--- src/hdl/assert_macros.svh ---
// Assertion helpers, clocked and reset-qualified.
`ifndef ASSERT_MACROS_SVH
`define ASSERT_MACROS_SVH

// Same-cycle implication.
`define AST_IMPL(label, clk, rst_n, ante, cons) \
    label: assert property (@(posedge clk) disable iff (!(rst_n)) (ante) |-> (cons)) \
        else $error("assertion failed");

// Next-cycle implication.
`define AST_NEXT(label, clk, rst_n, ante, cons) \
    label: assert property (@(posedge clk) disable iff (!(rst_n)) (ante) |=> (cons)) \
        else $error("assertion failed");

`endif

--- src/hdl/rpb_pkg.sv ---
package rpb_pkg;

    localparam int CNT_W   = 12;
    localparam int FIELD_W = 12;
    localparam int COORD_W = 14;
    localparam int PIX_W   = 16;
    localparam int ADDR_W  = 18;
    localparam int ROT_W   = 2;

    localparam int PHYS_WIDTH_DEF  = 320;
    localparam int PHYS_HEIGHT_DEF = 480;

    localparam logic [ROT_W-1:0] ROT_0   = 2'd0;
    localparam logic [ROT_W-1:0] ROT_90  = 2'd1;
    localparam logic [ROT_W-1:0] ROT_180 = 2'd2;
    localparam logic [ROT_W-1:0] ROT_270 = 2'd3;

    typedef struct packed {
        logic signed [COORD_W-1:0] x;
        logic signed [COORD_W-1:0] y;
        logic                      done;
        logic [PIX_W-1:0]          pixel;
    } t_coord;

endpackage

--- src/hdl/rpb_pix_if.sv ---
interface rpb_pix_if;
    logic                                  valid;
    logic                                  ready;
    logic                                  start_of_area;
    logic signed [rpb_pkg::FIELD_W-1:0]    area_left;
    logic signed [rpb_pkg::FIELD_W-1:0]    area_top;
    logic signed [rpb_pkg::FIELD_W-1:0]    area_right;
    logic signed [rpb_pkg::FIELD_W-1:0]    area_bottom;
    logic [rpb_pkg::PIX_W-1:0]             pixel_in;

    modport source (
        output valid, start_of_area, area_left, area_top, area_right, area_bottom, pixel_in,
        input  ready
    );
    modport sink (
        input  valid, start_of_area, area_left, area_top, area_right, area_bottom, pixel_in,
        output ready
    );
endinterface

--- src/hdl/rpb_fb_if.sv ---
interface rpb_fb_if;
    logic                         valid;
    logic                         ready;
    logic                         write_enable;
    logic [rpb_pkg::ADDR_W-1:0]   fb_address;
    logic [rpb_pkg::PIX_W-1:0]    fb_data;
    logic                         area_done;

    modport source (
        output valid, write_enable, fb_address, fb_data, area_done,
        input  ready
    );
    modport sink (
        input  valid, write_enable, fb_address, fb_data, area_done,
        output ready
    );
endinterface

--- src/hdl/rpb_coord.sv ---
`include "assert_macros.svh"

module rpb_coord (
    input  logic                 i_clk,
    input  logic                 i_rst_n,
    rpb_pix_if.sink              i_pix,
    output logic                 o_valid,
    input  logic                 i_ready,
    output rpb_pkg::t_coord      o_coord
);

    logic [rpb_pkg::CNT_W-1:0]          r_col, n_col;
    logic [rpb_pkg::CNT_W-1:0]          r_row, n_row;
    logic                               r_valid, n_valid;
    rpb_pkg::t_coord                    r_stage;
    logic [rpb_pkg::CNT_W-1:0]          col_base, row_base;
    logic signed [rpb_pkg::COORD_W-1:0] left_s, top_s, right_s, bottom_s;
    logic signed [rpb_pkg::COORD_W-1:0] col_s, row_s, x, y;
    logic                               last_col, done, accept;

    assign i_pix.ready = !r_valid || i_ready;
    assign accept      = i_pix.valid && i_pix.ready;

    assign col_base = i_pix.start_of_area ? '0 : r_col;
    assign row_base = i_pix.start_of_area ? '0 : r_row;

    assign left_s   = {{2{i_pix.area_left[11]}}, i_pix.area_left};
    assign top_s    = {{2{i_pix.area_top[11]}}, i_pix.area_top};
    assign right_s  = {{2{i_pix.area_right[11]}}, i_pix.area_right};
    assign bottom_s = {{2{i_pix.area_bottom[11]}}, i_pix.area_bottom};
    assign col_s    = {2'b00, col_base};
    assign row_s    = {2'b00, row_base};

    assign x        = left_s + col_s;
    assign y        = top_s + row_s;
    assign last_col = x >= right_s;
    assign done     = last_col && (y >= bottom_s);

    always_comb begin
        n_col   = r_col;
        n_row   = r_row;
        n_valid = r_valid;
        if (i_ready) begin
            n_valid = 1'b0;
        end
        if (accept) begin
            n_valid = 1'b1;
            if (done) begin
                n_col = '0;
                n_row = '0;
            end else if (last_col) begin
                n_col = '0;
                n_row = row_base + rpb_pkg::CNT_W'(1);
            end else begin
                n_col = col_base + rpb_pkg::CNT_W'(1);
                n_row = row_base;
            end
        end
    end

    always_ff @(posedge i_clk) begin
        if (!i_rst_n) begin
            r_col   <= '0;
            r_row   <= '0;
            r_valid <= 1'b0;
        end else begin
            r_col   <= n_col;
            r_row   <= n_row;
            r_valid <= n_valid;
        end
    end

    always_ff @(posedge i_clk) begin
        if (accept) begin
            r_stage.x     <= x;
            r_stage.y     <= y;
            r_stage.done  <= done;
            r_stage.pixel <= i_pix.pixel_in;
        end
    end

    assign o_valid = r_valid;
    assign o_coord = r_stage;

    `AST_NEXT(a_done_clears, i_clk, i_rst_n, accept && done, r_col == '0 && r_row == '0)
    `AST_NEXT(a_stage_hold, i_clk, i_rst_n, r_valid && !i_ready, r_valid && $stable(r_stage))

endmodule

--- src/hdl/rpb_map.sv ---
`include "assert_macros.svh"

module rpb_map #(
    parameter int PHYS_WIDTH  = rpb_pkg::PHYS_WIDTH_DEF,
    parameter int PHYS_HEIGHT = rpb_pkg::PHYS_HEIGHT_DEF
) (
    input  logic                       i_clk,
    input  logic                       i_rst_n,
    input  logic [rpb_pkg::ROT_W-1:0]  i_rotation,
    input  logic                       i_valid,
    output logic                       o_ready,
    input  rpb_pkg::t_coord            i_coord,
    rpb_fb_if.source                   o_fb
);

    localparam int COL_W  = $clog2(PHYS_WIDTH);
    localparam int ROW_W  = $clog2(PHYS_HEIGHT);
    localparam int PROD_W = ROW_W + 14;
    localparam logic signed [rpb_pkg::COORD_W-1:0] W_S   = rpb_pkg::COORD_W'(PHYS_WIDTH);
    localparam logic signed [rpb_pkg::COORD_W-1:0] H_S   = rpb_pkg::COORD_W'(PHYS_HEIGHT);
    localparam logic signed [rpb_pkg::COORD_W-1:0] WM1_S = rpb_pkg::COORD_W'(PHYS_WIDTH - 1);
    localparam logic signed [rpb_pkg::COORD_W-1:0] HM1_S = rpb_pkg::COORD_W'(PHYS_HEIGHT - 1);

    logic signed [rpb_pkg::COORD_W-1:0] pc, pr;
    logic                               en, load;
    logic [PROD_W-1:0]                  addr_full;
    logic                               r_valid;
    logic                               r_we;
    logic [rpb_pkg::ADDR_W-1:0]         r_addr;
    logic [rpb_pkg::PIX_W-1:0]          r_data;
    logic                               r_done;

    always_comb begin
        case (i_rotation)
            rpb_pkg::ROT_0: begin
                pc = i_coord.x;
                pr = i_coord.y;
            end
            rpb_pkg::ROT_90: begin
                pc = i_coord.y;
                pr = HM1_S - i_coord.x;
            end
            rpb_pkg::ROT_180: begin
                pc = WM1_S - i_coord.x;
                pr = HM1_S - i_coord.y;
            end
            rpb_pkg::ROT_270: begin
                pc = WM1_S - i_coord.y;
                pr = i_coord.x;
            end
            default: begin
                pc = i_coord.x;
                pr = i_coord.y;
            end
        endcase
    end

    assign en = (pc >= 0) && (pc < W_S) && (pr >= 0) && (pr < H_S);
    assign addr_full = PROD_W'(pr[ROW_W-1:0]) * PROD_W'(PHYS_WIDTH) + PROD_W'(pc[COL_W-1:0]);

    assign o_ready = !r_valid || o_fb.ready;
    assign load    = i_valid && o_ready;

    always_ff @(posedge i_clk) begin
        if (!i_rst_n) begin
            r_valid <= 1'b0;
        end else if (o_ready) begin
            r_valid <= i_valid;
        end
    end

    always_ff @(posedge i_clk) begin
        if (load) begin
            r_we   <= en;
            r_addr <= en ? addr_full[rpb_pkg::ADDR_W-1:0] : '0;
            r_data <= {i_coord.pixel[7:0], i_coord.pixel[15:8]};
            r_done <= i_coord.done;
        end
    end

    assign o_fb.valid        = r_valid;
    assign o_fb.write_enable = r_we;
    assign o_fb.fb_address   = r_addr;
    assign o_fb.fb_data      = r_data;
    assign o_fb.area_done    = r_done;

    `AST_IMPL(a_clip_addr, i_clk, i_rst_n, r_valid && !r_we, r_addr == '0)
    `AST_NEXT(a_out_hold, i_clk, i_rst_n, r_valid && !o_fb.ready, r_valid && $stable(r_addr))

endmodule

--- src/hdl/rotating_pixel_blit_core.sv ---
// Rotating RGB565 blit into a portrait framebuffer.
// Input channel i_pix: one pixel request per item, row-major over the area,
// each carrying the area corners; start_of_area restarts the counters.
// Output channel o_fb: one framebuffer write request per pixel: word address,
// byte-swapped data, write enable (low when clipped) and area_done on the
// last pixel of the area.
// Configuration: i_cfg_we / i_cfg_wdata load the 2-bit rotation register;
// write it only while no requests are in flight.
// Path: the counter stage register, then the mapping stage register, then o_fb.
// Throughput: one request per clock while o_fb.ready is high, set by the single
// counter stage and the single mapping stage (one constant multiply plus add).
// Reset (synchronous, active low): rotation 0, counters zero, both stages
// empty. Output stall: the output register holds; i_pix.ready drops at once
// when the counter stage is full, or after one more request when it is
// empty, and returns with o_fb.ready.
module rotating_pixel_blit_core #(
    parameter int PHYS_WIDTH  = rpb_pkg::PHYS_WIDTH_DEF,
    parameter int PHYS_HEIGHT = rpb_pkg::PHYS_HEIGHT_DEF
) (
    input  logic                       i_clk,
    input  logic                       i_rst_n,
    input  logic                       i_cfg_we,
    input  logic [rpb_pkg::ROT_W-1:0]  i_cfg_wdata,
    rpb_pix_if.sink                    i_pix,
    rpb_fb_if.source                   o_fb
);

    logic [rpb_pkg::ROT_W-1:0] r_rotation;
    logic                      coord_valid;
    logic                      coord_ready;
    rpb_pkg::t_coord           coord;

    always_ff @(posedge i_clk) begin
        if (!i_rst_n) begin
            r_rotation <= rpb_pkg::ROT_0;
        end else if (i_cfg_we) begin
            r_rotation <= i_cfg_wdata;
        end
    end

    rpb_coord u_coord (
        .i_clk   (i_clk),
        .i_rst_n (i_rst_n),
        .i_pix   (i_pix),
        .o_valid (coord_valid),
        .i_ready (coord_ready),
        .o_coord (coord)
    );

    rpb_map #(
        .PHYS_WIDTH  (PHYS_WIDTH),
        .PHYS_HEIGHT (PHYS_HEIGHT)
    ) u_map (
        .i_clk      (i_clk),
        .i_rst_n    (i_rst_n),
        .i_rotation (r_rotation),
        .i_valid    (coord_valid),
        .o_ready    (coord_ready),
        .i_coord    (coord),
        .o_fb       (o_fb)
    );

endmodule

--- src/flat_wrapper.sv ---
// flat-port wrapper written by rule: the top's interface ports become plain ports
module rotating_pixel_blit_core_flat 
#(
    parameter int PHYS_WIDTH  = rpb_pkg::PHYS_WIDTH_DEF,
    parameter int PHYS_HEIGHT = rpb_pkg::PHYS_HEIGHT_DEF
)
  (i_clk, i_rst_n, i_cfg_we, i_cfg_wdata, i_pix_valid, i_pix_start_of_area, i_pix_area_left, i_pix_area_top, i_pix_area_right, i_pix_area_bottom, i_pix_pixel_in, i_pix_ready, o_fb_valid, o_fb_write_enable, o_fb_fb_address, o_fb_fb_data, o_fb_area_done, o_fb_ready);
  rpb_pix_if i_pix_i ();
  rpb_fb_if o_fb_i ();
  input  logic i_clk;
  input  logic i_rst_n;
  input  logic i_cfg_we;
  input  logic [rpb_pkg::ROT_W-1:0] i_cfg_wdata;
  input wire logic [$bits(i_pix_i.valid)-1:0] i_pix_valid;
  input wire logic [$bits(i_pix_i.start_of_area)-1:0] i_pix_start_of_area;
  input wire logic [$bits(i_pix_i.area_left)-1:0] i_pix_area_left;
  input wire logic [$bits(i_pix_i.area_top)-1:0] i_pix_area_top;
  input wire logic [$bits(i_pix_i.area_right)-1:0] i_pix_area_right;
  input wire logic [$bits(i_pix_i.area_bottom)-1:0] i_pix_area_bottom;
  input wire logic [$bits(i_pix_i.pixel_in)-1:0] i_pix_pixel_in;
  output wire logic [$bits(i_pix_i.ready)-1:0] i_pix_ready;
  output wire logic [$bits(o_fb_i.valid)-1:0] o_fb_valid;
  output wire logic [$bits(o_fb_i.write_enable)-1:0] o_fb_write_enable;
  output wire logic [$bits(o_fb_i.fb_address)-1:0] o_fb_fb_address;
  output wire logic [$bits(o_fb_i.fb_data)-1:0] o_fb_fb_data;
  output wire logic [$bits(o_fb_i.area_done)-1:0] o_fb_area_done;
  input wire logic [$bits(o_fb_i.ready)-1:0] o_fb_ready;
  assign i_pix_i.valid = i_pix_valid;
  assign i_pix_i.start_of_area = i_pix_start_of_area;
  assign i_pix_i.area_left = i_pix_area_left;
  assign i_pix_i.area_top = i_pix_area_top;
  assign i_pix_i.area_right = i_pix_area_right;
  assign i_pix_i.area_bottom = i_pix_area_bottom;
  assign i_pix_i.pixel_in = i_pix_pixel_in;
  assign i_pix_ready = i_pix_i.ready;
  assign o_fb_valid = o_fb_i.valid;
  assign o_fb_write_enable = o_fb_i.write_enable;
  assign o_fb_fb_address = o_fb_i.fb_address;
  assign o_fb_fb_data = o_fb_i.fb_data;
  assign o_fb_area_done = o_fb_i.area_done;
  assign o_fb_i.ready = o_fb_ready;
  rotating_pixel_blit_core #(.PHYS_WIDTH(PHYS_WIDTH), .PHYS_HEIGHT(PHYS_HEIGHT)) u_core (.i_clk(i_clk), .i_rst_n(i_rst_n), .i_cfg_we(i_cfg_we), .i_cfg_wdata(i_cfg_wdata), .i_pix(i_pix_i), .o_fb(o_fb_i));
endmodule
--- config.mk ---
export PLATFORM = sky130hd
export DESIGN_NAME = rotating_pixel_blit_core_flat
export DESIGN_NICKNAME = d
export VERILOG_FILES = /design/src/hdl/rpb_pkg.sv /design/src/hdl/rpb_pix_if.sv /design/src/hdl/rpb_fb_if.sv /design/src/hdl/rpb_coord.sv /design/src/hdl/rpb_map.sv /design/src/hdl/rotating_pixel_blit_core.sv /design/src/flat_wrapper.sv
export VERILOG_INCLUDE_DIRS = /design/src /design/src/hdl
export SDC_FILE = /design/constraint.sdc
export NUM_CORES = 1
export LEC_CHECK = 0
export BUFFER_PORTS_ARGS = -buffer_cell sky130_fd_sc_hd__buf_2
export CAP_MARGIN = 25
export CORE_MARGIN = 2
export CORE_UTILIZATION = 35
export CTS_BUF_LIST = sky130_fd_sc_hd__clkbuf_8 sky130_fd_sc_hd__clkbuf_16
export DETAILED_ROUTE_END_ITERATION = 8
export SYNTH_ARGS = -nofsm -noshare
export SYNTH_HDL_FRONTEND = slang
export SYNTH_SLANG_ARGS = --single-unit
--- constraint.sdc ---
create_clock -name i_clk -period 10.7 [get_ports i_clk]
set_clock_uncertainty 0.15 [all_clocks]
set_input_delay 1.605 -clock i_clk [delete_from_list [all_inputs] [get_ports i_clk]]
set_output_delay 1.605 -clock i_clk [all_outputs]
set_load 0.01 [all_outputs]
==> flow_summary.ini <==
[synth]
ys_ff_latch = 109
yosysSeqAreaShare_pct = 39.0
yosys_warnings = 0
synthCells = 793
synth_flop_cell = edfxtp_1
synth_edf_count = 81
synth.distinct_cells = 79
synth.avg_cell_area_um2 = 9.69
async_flop_share_pct = 0
synth_area_um2 = 7680
yosys.area.top_type_share_pct = 31.7
ys_top_cells_by_area = edfxtp_1, ha_1, dfxtp_1
yosysTopAreaCell = edfxtp_1
syn_nets = 944

[clock_tree]
clk_latency_ns = 0.36
postCtsSetupRepairBufs = 0
cts_buffers = 9
cts_hold_buf = 0
htreeDepth = 3
path_clk_slew_ns = 0.08
clock_sink_count = 109
cts_resized = 0
clock_path_buffers = 2
cts_tree = yes
root_buffer = clkbuf_16

[timing]
worst_slack_ns = 4.12
worst_pin_slew_ns = 0.895
finalSetupTns_ns = 0
hold_viol = 0
fin_crit_sh_pct = 61.5
max_freq_mhz = 152
setup_viol = 0
drv_slew = 0
rsz0062_at_grt = no
slew_headroom_pct = 40.3
layout_min_cycle_time_ns = 6.58

[route]
viasPerCell = 5.19
dr_total_vias = 6082
drc = 0
drtIter0Drc = 277
avgRoutedWirePerCell_um = 15.0
drt_wl_total_mm = 17.6
drt_pass1_iterations = 6
ant_nets = 0

[finish]
drive_above_1_share_pct = 17.6
area_growth_pct = 15.3
final_common_cell = buf_2
fin_cells = 1171
final_util_pct = 40.8
final_cell_mix = buf_2, edfxtp_1, ha_1, nor2_1, inv_1
n_antenna_cell = 0
fin_nets = 1037

[global_routing]
antenna_found_initial = 0
grt_pass1_vias = 5694
globalRoute.totalOverflow = 0
grt_max_degree = 50
track_usage_pct = 15.2
grt_pass1_wl_mm = 28.5

[worst_hold_path]
worstHoldStart = u_core.u_coord.o_coord[2]
min_path_type = reg -> reg

[setup_path]
end_kind = flop
crit_path_max_fanout = 37
max_stage_delay_ns = 0.54
crit_path_top_delay_cell = o41ai_1
cp.required_ns = 10.80
critPathKind = in -> reg
timing.rr.start = u_core.u_coord.r_row[1]
cp.arrival_ns = 6.68
startpoint = i_pix_start_of_area
start_kind = primary input
crit_chain = buf_2, inv_1, nand2_1, inv_1, ha_1, a21oi_1, o211ai_1, o41ai_1, nor2_1, o32a_1, xnor2_1, ha_1, a21oi_1, o22ai_1, nor4b_1, o22ai_1, buf_4, nand3_1, nand3_1, o311ai_0

[place]
dp_cells = 1151
io_buffer_count = 109
gp_congestion = 0.899
dp_slack_ns = 3.77
hpwl_mm = 13.4

[floorplanning]
die_area_um2 = 23200
dieWidth_um = 152
io_pins = 110
rows = 54
die_h_um = 152
initial_core_util_pct = 35.4
core_area_um2 = 21700

[power]
leakage_nw = 3.56
vdd_drop_max_mv = 0.0665
pwr_density_cell_nw_per_um2 = 125

[flow_run]
cap_viol_max_count = 0

[run_status]
outcome = completed
## stage by stage
step	hold WS, ns	cell area (um2)	total power (W)
after floorplan	0.250	7680	0.000699
after global placement	0.250	8460	0.000762
after detailed placement	0.255	8460	0.000765
after CTS	0.274	8760	0.00112
after global routing	0.282	8860	0.00117
final	0.271	8860	0.00111
## logic make-up (layout without fill, tap and decap cells)
family,after synthesis,after routing,synth area share (%)
compound gates,165,165,14.2
mux,26,26,3.84
buf+inv,90,188,4.69
xor+xnor,53,53,6.04
flops,109,109,39.0
simple gates,271,271,19.0
fa+ha+maj,79,79,13.3
## final timing paths
path	to	slack (ns)	cells after the start
max	u_core.u_coord.r_row[9]	4.12	20
max reg2reg	u_core.u_coord.r_row[9]	5.61	17
min	u_core.u_map.o_fb.fb_data[10]	0.27	0
min reg2reg	u_core.u_map.o_fb.fb_data[10]	0.27	0
## area by class of cell
type	count	area, um2
Clock buffer	9	225
Clock inverter	7	80.1
Fill cell	2148	12800
Inverter	57	214
Multi-Input combinational cell	594	4340
Sequential cell	109	2990
Tap cell	280	350
Timing Repair Buffer	115	656
## routing by layer
layer | GRT usage (%) | share of wire (%)
met1 | 19.8 | 46
met2 | 25.8 | 49
met3 | 3.13 | 3.7
met4 | 4.01 | 1.4
met5 | 0 | 0
## cell usage after synthesis, drive strengths merged (6+ instances only)
library cell,number
a21oi,39
a31oi,9
and3,10
buf,11
clkbuf,22
dfxtp,28
edfxtp,81
ha,75
inv,57
mux2i,21
nand2,50
nand2b,6
nand3,33
nand4,15
nor2,65
nor2b,33
nor3,21
o211ai,9
o21a,6
o21ai,40
o22ai,6
xnor2,38
xor2,15
## worst max-delay path: cells and delay by family
family / cells / cell delay (ns)
buffers and inverters: 4 / 1.15
adders and majority gates: 2 / 0.56
and+or+nand+nor: 5 / 1.22
xor gates and xnor gates: 1 / 0.21
AOI/OAI and AO/OA: 8 / 1.90
## power by group
part	switching, W	internal [W]	total [W]
Sequential	0.0000150	0.000475	0.000490
Combinational	0.000158	0.000111	0.000270
Clock	0.000164	0.000185	0.000349
## flip-flops by register name, indices dropped and copies added, names as in the netlist
register                        flops
u_core.u_coord.o_valid              1
u_core.u_map.o_fb.valid             1
u_core.u_map.o_fb.area_done         1
u_core.u_coord.r_col               12
u_core.u_map.o_fb.write_enable      1
u_core.u_map.o_fb.fb_data          16
u_core.u_coord.o_coord             45
u_core.u_map.o_fb.fb_address       18
u_core.r_rotation                   2
u_core.u_coord.r_row               12
(Power assumes the default switching activity.)
